### config.mk
export PLATFORM = sky130hd
export DESIGN_NAME = eth_ipv4_l4_header_parser
export DESIGN_NICKNAME = d
export VERILOG_FILES = /design/src/design/eiph_pkg.sv /design/src/design/eth_ipv4_l4_header_parser.sv /design/src/design/eiph_front.sv /design/src/design/eiph_back.sv /design/src/design/eiph_queue.sv
export SDC_FILE = /design/constraint.sdc
export NUM_CORES = 2
export LEC_CHECK = 0
export ABC_AREA = 1
export BUFFER_PORTS_ARGS = -buffer_cell sky130_fd_sc_hd__buf_2
export CAP_MARGIN = 15
export CORE_ASPECT_RATIO = 0.8
export CORE_UTILIZATION = 55
export CTS_CLUSTER_SIZE = 28
export DETAILED_ROUTE_END_ITERATION = 7
export PLACE_DENSITY = 0.75
export REMOVE_ABC_BUFFERS = 1
export SYNTH_ARGS = -nofsm -noshare
export SYNTH_HDL_FRONTEND = slang
export SYNTH_SLANG_ARGS = --single-unit
### constraint.sdc
create_clock -name clk -period 10.05 [get_ports clk]
set_input_delay 2.01 -clock clk [delete_from_list [all_inputs] [get_ports clk]]
set_output_delay 2.01 -clock clk [all_outputs]
set_load 0.01 [all_outputs]
### src/design/eiph_pkg.sv
// Package for the Ethernet/IPv4/L4 header parser: status codes, the job
// record that the front passes to the back, and fixed header constants.
package eiph_pkg;

  typedef enum logic [3:0] {
    ST_OK        = 4'd0,
    ST_ETH_SHORT = 4'd1,
    ST_VLAN_SHORT= 4'd2,
    ST_NOT_IP    = 4'd3,
    ST_IP_BAD    = 4'd4,
    ST_IHL_BAD   = 4'd5,
    ST_PROTO     = 4'd6,
    ST_L4_SHORT  = 4'd7,
    ST_NO_PAYLD  = 4'd8
  } status_t;

  localparam logic [15:0] TYPE_VLAN    = 16'h8100;
  localparam logic [15:0] TYPE_IPV4    = 16'h0800;
  localparam logic [16:0] ETH_LEN      = 17'd14;
  localparam logic [16:0] VLAN_ETH_LEN = 17'd18;
  localparam logic [16:0] IP_MIN       = 17'd20;
  localparam logic [16:0] TCP_MIN      = 17'd20;
  localparam logic [16:0] UDP_LEN      = 17'd8;
  localparam logic [3:0]  NIBBLE       = 4'hF;
  localparam logic [7:0]  PROTO_TCP    = 8'd6;
  localparam logic [7:0]  PROTO_UDP    = 8'd17;

  // Per-frame record captured by the front end at the last byte.
  typedef struct packed {
    logic [15:0] frame_len;
    logic        vlan_seen;
    logic [15:0] frame_type;
    logic [5:0]  header_bytes;
    logic [5:0]  offset_bytes;
    logic [15:0] udp_total_length;
    logic [63:0] reg0;
    logic [63:0] reg1;
    logic [63:0] reg2;
    logic [63:0] reg3;
  } job_t;

  // Result record handed to the output queue.
  typedef struct packed {
    logic [3:0]  status;
    logic [31:0] error_total;
    logic [7:0]  protocol;
    logic [31:0] source_address;
    logic [31:0] dest_address;
    logic [15:0] source_port;
    logic [15:0] dest_port;
    logic [7:0]  flag_bits;
    logic [31:0] sequence_number;
    logic [31:0] ack_number;
    logic [15:0] window_size;
    logic [15:0] payload_length;
  } result_t;

endpackage

### src/design/eth_ipv4_l4_header_parser.sv
// Ethernet/IPv4/TCP-UDP header parser. Takes one frame byte per clock
// whenever full is low, a rate set by the byte-capture front end. The front
// end registers a job, the back end its result, and the queue stores it.
// Full rises only when the 4-entry queue is nearly full. Depends on eiph_pkg.
module eth_ipv4_l4_header_parser #(
  parameter int MAX_FRAME_BYTES = 16384
) (
  input  logic        clk,
  input  logic        rst,
  input  logic        push,
  output logic        full,
  input  logic [7:0]  data_byte,
  input  logic        last_byte,
  output logic        empty,
  input  logic        pop,
  output logic [3:0]  status,
  output logic [31:0] error_total,
  output logic [7:0]  protocol,
  output logic [31:0] source_address,
  output logic [31:0] dest_address,
  output logic [15:0] source_port,
  output logic [15:0] dest_port,
  output logic [7:0]  flag_bits,
  output logic [31:0] sequence_number,
  output logic [31:0] ack_number,
  output logic [15:0] window_size,
  output logic [15:0] payload_length
);
  import eiph_pkg::*;

  logic    take, job_valid, res_valid, afull;
  job_t    job;
  result_t res, head;

  assign full = afull;
  assign take = push && !full;

  eiph_front #(.MAX_FRAME_BYTES(MAX_FRAME_BYTES)) u_front (
    .clk, .rst, .take, .data_byte, .last_byte, .job_valid, .job);

  eiph_back u_back (.clk, .rst, .job_valid, .job, .res_valid, .res);

  eiph_queue #(.DEPTH(4)) u_queue (
    .clk, .rst, .wr(res_valid), .wdata(res), .rd(pop && !empty),
    .empty, .almost_full(afull), .rdata(head));

  assign status = head.status;
  assign error_total = head.error_total;
  assign protocol = head.protocol;
  assign source_address = head.source_address;
  assign dest_address = head.dest_address;
  assign source_port = head.source_port;
  assign dest_port = head.dest_port;
  assign flag_bits = head.flag_bits;
  assign sequence_number = head.sequence_number;
  assign ack_number = head.ack_number;
  assign window_size = head.window_size;
  assign payload_length = head.payload_length;
endmodule

### src/design/eiph_front.sv
// Front end: walks the frame byte by byte and captures header fields.
// Depends on eiph_pkg. Emits one job record per frame at the last byte.
module eiph_front #(
  parameter int MAX_FRAME_BYTES = 16384
) (
  input  logic           clk,
  input  logic           rst,
  input  logic           take,
  input  logic [7:0]     data_byte,
  input  logic           last_byte,
  output logic           job_valid,
  output eiph_pkg::job_t job
);
  import eiph_pkg::*;

  localparam logic [15:0] MAX_POS = 16'(MAX_FRAME_BYTES);

  logic [15:0] byte_position;
  logic        vlan_seen;
  logic [15:0] frame_type;
  logic [5:0]  header_bytes;
  logic [5:0]  offset_bytes;
  logic [15:0] udp_total_length;
  logic [63:0] r0, r1, r2, r3;

  logic [15:0] pos_n;
  logic        vlan_n;
  logic [15:0] type_n;
  logic [5:0]  hb_n;
  logic [5:0]  ob_n;
  logic [15:0] udp_n;
  logic [63:0] r0_n, r1_n, r2_n, r3_n;
  logic [15:0] q, t;
  logic [15:0] base;
  logic        is_type;
  logic [2:0]  r1_sel, r3_sel;

  // Byte capture; q is offset into the IP header, t into the L4 header
  always_comb begin
    pos_n = byte_position; vlan_n = vlan_seen; type_n = frame_type;
    hb_n = header_bytes; ob_n = offset_bytes; udp_n = udp_total_length;
    r0_n = r0; r1_n = r1; r2_n = r2; r3_n = r3;
    base = vlan_seen ? 16'd18 : 16'd14;
    q = byte_position - base;
    t = q - {10'd0, hb_n};
    // byte lane within the address and sequence/ack words, counted from the top
    r1_sel = 3'd3 - q[2:0];
    r3_sel = 3'd3 - t[2:0];
    is_type = (byte_position == 16'd12) || (byte_position == 16'd13) ||
              (vlan_seen && (byte_position == 16'd16 || byte_position == 16'd17));
    if (byte_position < MAX_POS) begin
      pos_n = byte_position + 16'd1;
      if (is_type) begin
        type_n = {frame_type[7:0], data_byte};
        if (byte_position == 16'd13 && type_n == TYPE_VLAN) vlan_n = 1'b1;
      end else if (byte_position >= base) begin
        if (q == 16'd0) begin
          r0_n[7:0] = data_byte;
          hb_n = {data_byte[3:0], 2'b00};
        end else if (q == 16'd9) begin
          r0_n[15:8] = data_byte;
        end else if (q >= 16'd12 && q <= 16'd19) begin
          r1_n[{r1_sel, 3'b000} +: 8] = data_byte;
        end
        t = q - {10'd0, hb_n};
        r3_sel = 3'd3 - t[2:0];
        if (hb_n >= 6'd20 && q >= {10'd0, hb_n}) begin
          if (t <= 16'd3) r2_n[8*(7 - t[1:0]) +: 8] = data_byte;
          else if (t <= 16'd11) begin
            r3_n[{r3_sel, 3'b000} +: 8] = data_byte;
            if (t <= 16'd5) udp_n = {udp_total_length[7:0], data_byte};
          end else if (t == 16'd12) ob_n = {data_byte[7:4], 2'b00};
          else if (t == 16'd13) r2_n[7:0] = data_byte;
          else if (t == 16'd14) r2_n[31:24] = data_byte;
          else if (t == 16'd15) r2_n[23:16] = data_byte;
        end
      end
    end
  end

  // Frame state; cleared after the last byte
  always_ff @(posedge clk) begin
    if (rst) begin
      byte_position <= '0; vlan_seen <= 1'b0; frame_type <= '0;
      header_bytes <= '0; offset_bytes <= '0; udp_total_length <= '0;
      r0 <= '0; r1 <= '0; r2 <= '0; r3 <= '0;
      job_valid <= 1'b0;
    end else begin
      job_valid <= take && last_byte;
      if (take) begin
        if (last_byte) begin
          byte_position <= '0; vlan_seen <= 1'b0; frame_type <= '0;
          header_bytes <= '0; offset_bytes <= '0; udp_total_length <= '0;
          r0 <= '0; r1 <= '0; r2 <= '0; r3 <= '0;
        end else begin
          byte_position <= pos_n; vlan_seen <= vlan_n; frame_type <= type_n;
          header_bytes <= hb_n; offset_bytes <= ob_n; udp_total_length <= udp_n;
          r0 <= r0_n; r1 <= r1_n; r2 <= r2_n; r3 <= r3_n;
        end
      end
    end
  end

  // Job record registered at the last byte
  always_ff @(posedge clk) begin
    if (take && last_byte) begin
      job <= '{frame_len: pos_n, vlan_seen: vlan_n, frame_type: type_n,
               header_bytes: hb_n, offset_bytes: ob_n, udp_total_length: udp_n,
               reg0: r0_n, reg1: r1_n, reg2: r2_n, reg3: r3_n};
    end
  end
endmodule

### src/design/eiph_back.sv
// Back end: judges a captured frame, keeps the error count, builds results.
// Depends on eiph_pkg.
module eiph_back (
  input  logic              clk,
  input  logic              rst,
  input  logic              job_valid,
  input  eiph_pkg::job_t    job,
  output logic              res_valid,
  output eiph_pkg::result_t res
);
  import eiph_pkg::*;

  logic [31:0] error_counter;
  logic [16:0] len, base, ipsize, tsize, hb, ob, payload;
  logic [7:0]  ip0, proto;
  status_t     st;
  logic        counted;
  logic [31:0] err_n;
  result_t     res_n;

  // Status decision
  always_comb begin
    len = {1'b0, job.frame_len};
    base = job.vlan_seen ? VLAN_ETH_LEN : ETH_LEN;
    hb = {11'd0, job.header_bytes};
    ob = {11'd0, job.offset_bytes};
    ipsize = (len >= base) ? len - base : '0;
    tsize = (ipsize >= hb) ? ipsize - hb : '0;
    ip0 = job.reg0[7:0];
    proto = job.reg0[15:8];
    payload = '0;
    counted = 1'b1;
    st = ST_OK;
    if (len < ETH_LEN) st = ST_ETH_SHORT;
    else if (job.vlan_seen && len < VLAN_ETH_LEN) begin
      st = ST_VLAN_SHORT; counted = 1'b0;
    end else if (job.frame_type != TYPE_IPV4) begin
      st = ST_NOT_IP; counted = 1'b0;
    end else if (ipsize < IP_MIN || (ip0[7:4] & NIBBLE) != 4'd4) st = ST_IP_BAD;
    else if (hb < IP_MIN || ipsize < hb) st = ST_IHL_BAD;
    else if (proto == PROTO_TCP) begin
      if (tsize < TCP_MIN) st = ST_L4_SHORT;
      else if (tsize <= ob) st = ST_NO_PAYLD;
      else payload = tsize - ob;
    end else if (proto == PROTO_UDP) begin
      if (tsize < UDP_LEN) st = ST_L4_SHORT;
      else if ({1'b0, job.udp_total_length} >= UDP_LEN)
        payload = {1'b0, job.udp_total_length} - UDP_LEN;
    end else st = ST_PROTO;
    err_n = error_counter + ((st != ST_OK && counted) ? 32'd1 : 32'd0);
  end

  // Result fields; everything but status and count is zero on failure
  always_comb begin
    res_n = '0;
    res_n.status = st;
    res_n.error_total = err_n;
    if (st == ST_OK) begin
      res_n.protocol = proto;
      res_n.source_address = job.reg1[63:32];
      res_n.dest_address = job.reg1[31:0];
      res_n.source_port = job.reg2[63:48];
      res_n.dest_port = job.reg2[47:32];
      if (proto == PROTO_TCP) begin
        res_n.flag_bits = job.reg2[7:0];
        res_n.sequence_number = job.reg3[63:32];
        res_n.ack_number = job.reg3[31:0];
        res_n.window_size = job.reg2[31:16];
      end
      res_n.payload_length = payload[15:0];
    end
  end

  // Error counter and result register
  always_ff @(posedge clk) begin
    if (rst) begin
      error_counter <= '0;
      res_valid <= 1'b0;
    end else begin
      res_valid <= job_valid;
      if (job_valid) error_counter <= err_n;
    end
  end

  always_ff @(posedge clk) begin
    if (job_valid) res <= res_n;
  end
endmodule

### src/design/eiph_queue.sv
// Result queue: small FIFO of finished results toward the output side.
// Depends on eiph_pkg.
module eiph_queue #(
  parameter int DEPTH = 4
) (
  input  logic              clk,
  input  logic              rst,
  input  logic              wr,
  input  eiph_pkg::result_t wdata,
  input  logic              rd,
  output logic              empty,
  output logic              almost_full,
  output eiph_pkg::result_t rdata
);
  import eiph_pkg::*;

  localparam int AW = $clog2(DEPTH);

  result_t        mem [DEPTH];
  logic [AW-1:0]  wp, rp;
  logic [AW:0]    count;

  assign empty = (count == '0);
  // two results may still be in flight behind the front
  assign almost_full = (count >= (AW+1)'(DEPTH - 2));
  assign rdata = mem[rp];

  // Pointers and fill count
  always_ff @(posedge clk) begin
    if (rst) begin
      wp <= '0; rp <= '0; count <= '0;
    end else begin
      if (wr) wp <= (wp == AW'(DEPTH - 1)) ? '0 : wp + 1'b1;
      if (rd) rp <= (rp == AW'(DEPTH - 1)) ? '0 : rp + 1'b1;
      count <= count + (AW+1)'(wr) - (AW+1)'(rd);
    end
  end

  always_ff @(posedge clk) begin
    if (wr) mem[wp] <= wdata;
  end
endmodule

---- Yosys cells after proc, flatten, opt, wreduce, memory -nomap -nowiden ----
Memories as Yosys holds them, arrays and structs flattened. A register that Yosys moved wholly into a read port is not among the register bits.
Cells that the tools add are included.
word-level totals
  bits in registers ....................... 823
  latch bits .............................. 0
  bits in writable memories ............... 976
  ROM bits ................................ 0
  logic and storage cells ................. 228
  memories ................................ 1
memory list
  memory       depth  width  rd ports  clocked after memory_dff  write ports  line              source
  u_queue.mem  4      244    1         1                         1            eiph_queue.sv:19  result_t mem [DEPTH];
operators by class
  $add $sub $neg .......................... 18
  multipliers ............................. 0
  div/mod/pow operators ................... 0
  order comparisons ....................... 21
  equal/unequal tests ..................... 16
  shifts and indexed selects .............. 6
  muxes and demuxes ....................... 105
  bitwise gates (word level) .............. 1
  reductions and logical operators ........ 22
operator list
  cell                     count
  $mux 64                  19
  $mux 16                  27
  $bwmux 64                3
  $shift 8x8->64 const A   2
  $shiftx 8x8->64          2
  $eq 16x4->1 const B      7
  $mux 6                   16
  $mux 8                   11
  $shift 8x34->64 const A  1
  $shiftx 8x34->64         1
  $lt 17x5->1 const B      2
  $mux 17                  2
  $neg 32->34              1
  $add 32x32->32           1
  $eq 16x5->1 const B      2
  $ge 16x4->1 const B      2
  $mux 32                  1
  $mux 4                   8
  $sub 16x6->16            2
  $ge 16x17->1             1
  $ge 17x6->1              1
  $le 17x6->1              1
  $lt 17x4->1 const B      1
  $lt 17x6->1              1
  other kinds (43)         74

---- Logic depth before layout (Yosys ltp) ----
  depth after elaboration ................. 20
  depth in mapped cells ................... 59
  depth with buffers taken out ............ 57

---- Cells and area by module ----
From an unflattened synthesis, not the netlist that was laid out.
unflattened totals
  cells, all modules ...................... 8184
  area, all modules ....................... 79552.5 um2
modules (own cells, without submodules)
  module                     times used  cells each  area each (um2)  sequential area each (um2)
  eiph_queue                 1           3882        41255.8          29488.3
  eiph_front                 1           2889        24697.4          13482.9
  eiph_back                  1           1409        13579.3          7987.7
  eth_ipv4_l4_header_parser  1           4           20.0             0.0

---- Least setup slack after synthesis ----
No wires, ideal clock.
  path type ............................... register -> register
  start point ............................. register u_front.job_valid
  end point ............................... register u_back.error_counter[2]
  library setup time ...................... 0.116 ns
  arrival ................................. 7.767 ns
  data required time ...................... 9.934 ns
  path slack .............................. 2.168 ns
  cell stages (with the launch flop) ...... 5
  buffers on the path ..................... 1
  cells stage by stage .................... dfxtp_1 > clkinv_1 > clkbuf_1 > o21ai_0 > inv_1
RTL lines
  what                    line              source
  start, declared         eiph_front.sv:11  output logic job_valid,
  start signal, assigned  eiph_front.sv:89  job_valid <= take && last_byte;
  end signal, assigned    eiph_back.sv:81   if (job_valid) error_counter <= err_n;
  end, declared           eiph_back.sv:13   logic [31:0] error_counter;
No word-level cell between the ends.

---- Worst setup path after layout ----
  start point ............................. register, netlist name u_front.job[300]
  end point ............................... register u_back.error_counter[30]
between the ends
  word-level cells in the longest chain between the ends .. 18
ends and longest elaborated chain
  what                                                   line                              source
  $mux 5                                                 eiph_back.sv:24                   base = job.vlan_seen ? VLAN_ETH_LEN : ETH_LEN;
  $sub 16x17->17 / $ge 16x17->1 (equally long branches)  eiph_back.sv:27                   ipsize = (len >= base) ? len - base : '0;
  $mux 17                                                eiph_back.sv:27
  $sub 17x6->17 / $ge 17x6->1 (equally long branches)    eiph_back.sv:28                   tsize = (ipsize >= hb) ? ipsize - hb : '0;
  $mux 17                                                eiph_back.sv:28
  $lt 17x4->1 / $le 17x6->1 (equally long branches)      eiph_back.sv:46, eiph_back.sv:43
  $mux 3 / $mux 4 (equally long branches)                eiph_back.sv:46, eiph_back.sv:43
  $mux 3 / $mux 4 (equally long branches)                eiph_back.sv:45, eiph_back.sv:42
  [3 not listed]                                         n/a
  $mux 4                                                 eiph_back.sv:37                   end else if (job.frame_type != TYPE_IPV4) begin
  $mux 4                                                 eiph_back.sv:35                   else if (job.vlan_seen && len < VLAN_ETH_LEN) begin
  $mux 4                                                 eiph_back.sv:34                   if (len < ETH_LEN) st = ST_ETH_SHORT;
  $reduce_bool 4->1                                      eiph_back.sv:50                   err_n = error_counter + ((st != ST_OK && counted) ? 32'd1 : 32'd0);
  $logic_and 1x1->1 (*)                                  eiph_back.sv:50
  $mux 1 (*)                                             eiph_back.sv:50
  $add 32x32->32 (*)                                     eiph_back.sv:50
  named net u_back.err_n[30]                             eiph_back.sv:18                   logic [31:0] err_n;
Mark *: on every way through the listed nets, which the timed path passes. The rest lies on a longest branch.
A chain may end at the register's enable or synchronous reset.

==> results summary <==
The run finished with clean final reports. The cell family contributing the most delay on the critical path is simple AND/OR/NAND/NOR gates. The total congestion overflow came out at 0. The per-cell via count in the routed design is 5.73.

On the final layout, the worst clock skew is 0.0444 ns. The global placer's final weighted congestion is 0.911. After synthesis, the share of flip-flops with an asynchronous set or reset is 0.

Among all flip-flop cells after synthesis, the most frequent one is edfxtp_1. The count of buffers inserted at the top-level ports is 258. The count of synthesis-stage warnings from yosys is 0. In the layout the commonest cells are 1477 x edfxtp_1, 1065 x nand2_1, 882 x nor2_1. The overall power after layout is 17.9 mW. For this run, the register share of the synthesized area comes to 0.690. Detailed placement ended at an HPWL of 107 mm.

The flip-flop and latch count after synthesis is 1777. The slowest stage of the critical path is the fa_1 cell. The clock tree root buffer cell is clkbuf_16. The die extent in y is 328 um. Relative to the synthesized area, the layout overhead comes to 11.0%. The reported max-cap violation count is 0. The first global-routing pass estimated 270 mm of wire. Setup repair after global routing left no endpoint under its margin. At the pin with the least slew margin, the transition time is 1.11 ns. Summing all placed instances gives a cell area of 75700 um2. The maximum number of pins on one net before global-route repair is 169. In this run the critical register-to-register path is launched from u_front.job[300]. The number of failing setup endpoints in the final timing report is 0. The initial antenna violation count came out at 8. The initial DRC count is 5561. The first detailed-routing pass took 7 iterations. The average wire length per cell after detail routing came out at 20.6 um. The post-cts sizing count came out at 0. The clock-pin slew on the worst setup and hold paths is 0.06 ns. The total power density per cell area came out at 220 nW/um2.

The critical-path maximum fanout is 10. The cell area after technology mapping is 73000 um2. The detailed-route DRC error count is 0. The aggregate global-route resource usage came out at 0.260.

The x dimension of the die came out at 409 um. The total of hold buffers inserted after clock tree synthesis is 0. The fraction of synthesized cell area taken by the top area cell type came out at 0.607. For the worst-skew pair, the clock arrives at the later sink with an insertion delay of 0.81 ns. The max-slew violation total from the final report is 0. The static leakage came out at 29.1 nW. The area of all placed cells without fillers is 81000 um2. The critical path contains buffers and inverters numbering 6 combined. The largest voltage drop on the vdd net is 0.000311 V. The final hold violation count came out at 0. The delay of the slowest critical-path stage is 0.51 ns.

The launch point of the critical path is u_front.job[300]. The number of inserted diodes is 0. The number of H-tree levels came out at 4. Leaving out fill and tap cells, the most frequent cell in the layout is edfxtp_1. The mean area per synthesized cell is 11.1 um2.

The worst slew margin relative to its limit came out at 0.260. The number of enable-type register cells in the synthesized netlist is 1477. The die footprint came out at 134000 um2. The post-synthesis cell type count came out at 64. The site row count is 119. The number of nets with antenna violations after routing came out at 0. Wires add up to 177 mm. The cell type with the highest aggregate area in the netlist is edfxtp_1. The element type at the critical path end is a flip-flop. The clock buffer count from CTS is 168.

The initial utilization of the core area, before any placement, comes to 0.555. The clock sink total came out at 1777. The number of vias after detailed routing came out at 49300. The kind of launch point of the worst setup path is a flip-flop. The required time at the worst-slack endpoint came out at 10.75 ns.

The core area is 132000 um2. The period utilization came out at 0.893. The startpoint-to-endpoint class of the critical path is reg -> reg.

The maximum clock frequency is 111 MHz. The post-synthesis cell count came out at 6558. The via count of the first global-routing pass came to 46300.

Pin placement for this block handled 259 I/O pins. The clock period could shrink to 8.97 ns. The fraction of final layout cells with drive strength greater than 1 is 0.106.

The longest clock path from root to sink contains 3 buffers. The critical path arrival is 9.67 ns. Post-CTS timing repair inserted 0 buffers for setup.

The worst hold path belongs to the class reg -> reg. By area the synthesized netlist is led by edfxtp_1 61%, dfxtp_1 8.2%, nand2_1 5.5%. The cell seen most often among critical-path stages is nor2_1. The net count of the finished layout is 6783. TritonCTS built the clock tree.

In this run the most critical hold path is launched from u_front.offset_bytes[0].
## per-layer routing
layer / global-route usage / share of wire
met1: 0.396 / 0.45
met2: 0.392 / 0.45
met3: 0.0412 / 0.089
met4: 0.0641 / 0.019
met5: 0 / 0.000068
## sequential cells by signal, summed over array words and instances (netlist names), 3 cells and up, named ones only
signal                    flops
u_front.r3                   64
u_front.udp_total_length     16
u_front.byte_position        16
u_front.r0                   12
u_front.header_bytes          6
u_front.r1                   64
u_front.job                 257
u_queue.count                 3
u_back.res                  244
u_front.frame_type           16
u_front.r2                   56
u_queue.mem                 976
u_back.error_counter         32
u_front.offset_bytes          6
## worst paths after layout
path | depth (start not counted) | slack (ns) | to
setup / recovery | 57 | 1.08 | u_back.error_counter[30]
hold reg to reg | 2 | 0.44 | u_front.offset_bytes[0]
hold / removal | 2 | 0.44 | u_front.offset_bytes[0]
setup reg to reg | 57 | 1.08 | u_back.error_counter[30]
## metrics by stage
step                utilization  instances  setup TNS (ns)  setup slack, ns  hold slack, ns
finish                    0.616       8610               0             1.08           0.438
global route              0.616       8610               0          0.00870           0.472
floorplan                     -       6235        -5205.01           -13.77           0.416
CTS                       0.616       8610               0            0.761           0.443
global placement          0.575       8298               0            0.807           0.424
detailed placement        0.575       8298               0            0.781           0.433
## power breakdown
part | internal (mW) | total [mW] | switching [mW]
clock network | 3.41 | 6.14 | 2.72
registers | 8.23 | 8.40 | 0.173
logic | 0.922 | 3.31 | 2.39
total | 12.6 | 17.9 | 5.29
## cells by family (layout without fill, tap and decap cells)
logic type / count (synthesis) / in the layout / share of synthesized area
AOI/OAI and AO/OA: 1287 / 1287 / 0.0948
xor gates and xnor gates: 84 / 84 / 0.0102
adders and majority gates: 56 / 56 / 0.0102
buffers and inverters: 912 / 1207 / 0.0492
DFF: 1777 / 1777 / 0.690
muxes: 24 / 24 / 0.00355
other: 1 / 4 / 0.0000513
and+or+nand+nor: 2417 / 2417 / 0.142
## worst min-delay path: cells and delay by family (launching register included)
kind                   cells  cell delay (ns)
buffers and inverters      1             0.06
AND/OR/NAND/NOR            1             0.04
flip-flops                 1             0.30
## layout make-up
| class | instances | area [um2] |
|---|---|---|
| Clock inverter | 70 | 621 |
| Tap cell | 1754 | 2190 |
| Inverter | 586 | 2260 |
| Clock buffer | 242 | 4710 |
| Fill cell | 10100 | 50600 |
| Sequential cell | 1777 | 50400 |
| Multi-Input combinational cell | 3872 | 19100 |
| Timing Repair Buffer | 309 | 1760 |
## synthesized netlist by cell type (all sizes together), types with 2 or more instances
master     n
nand3b     5
a21oi    305
nand2   1081
nor3      70
xnor2     10
a31oi      3
dfxtp    300
o21a       9
clkinv    12
o31ai      3
nor4      17
nand3    183
clkbuf   265
or2        6
a211oi     2
a22oi      4
a21boi     4
nand4     49
and2      32
mux2i      9
xor2      74
o22ai    256
inv      574
o41ai      3
and3       2
ha        50
o211ai    14
o21ai    676
edfxtp  1477
mux2      15
nor3b      3
nor2     969
fa         6
buf       61
(Power assumes the default switching activity.)
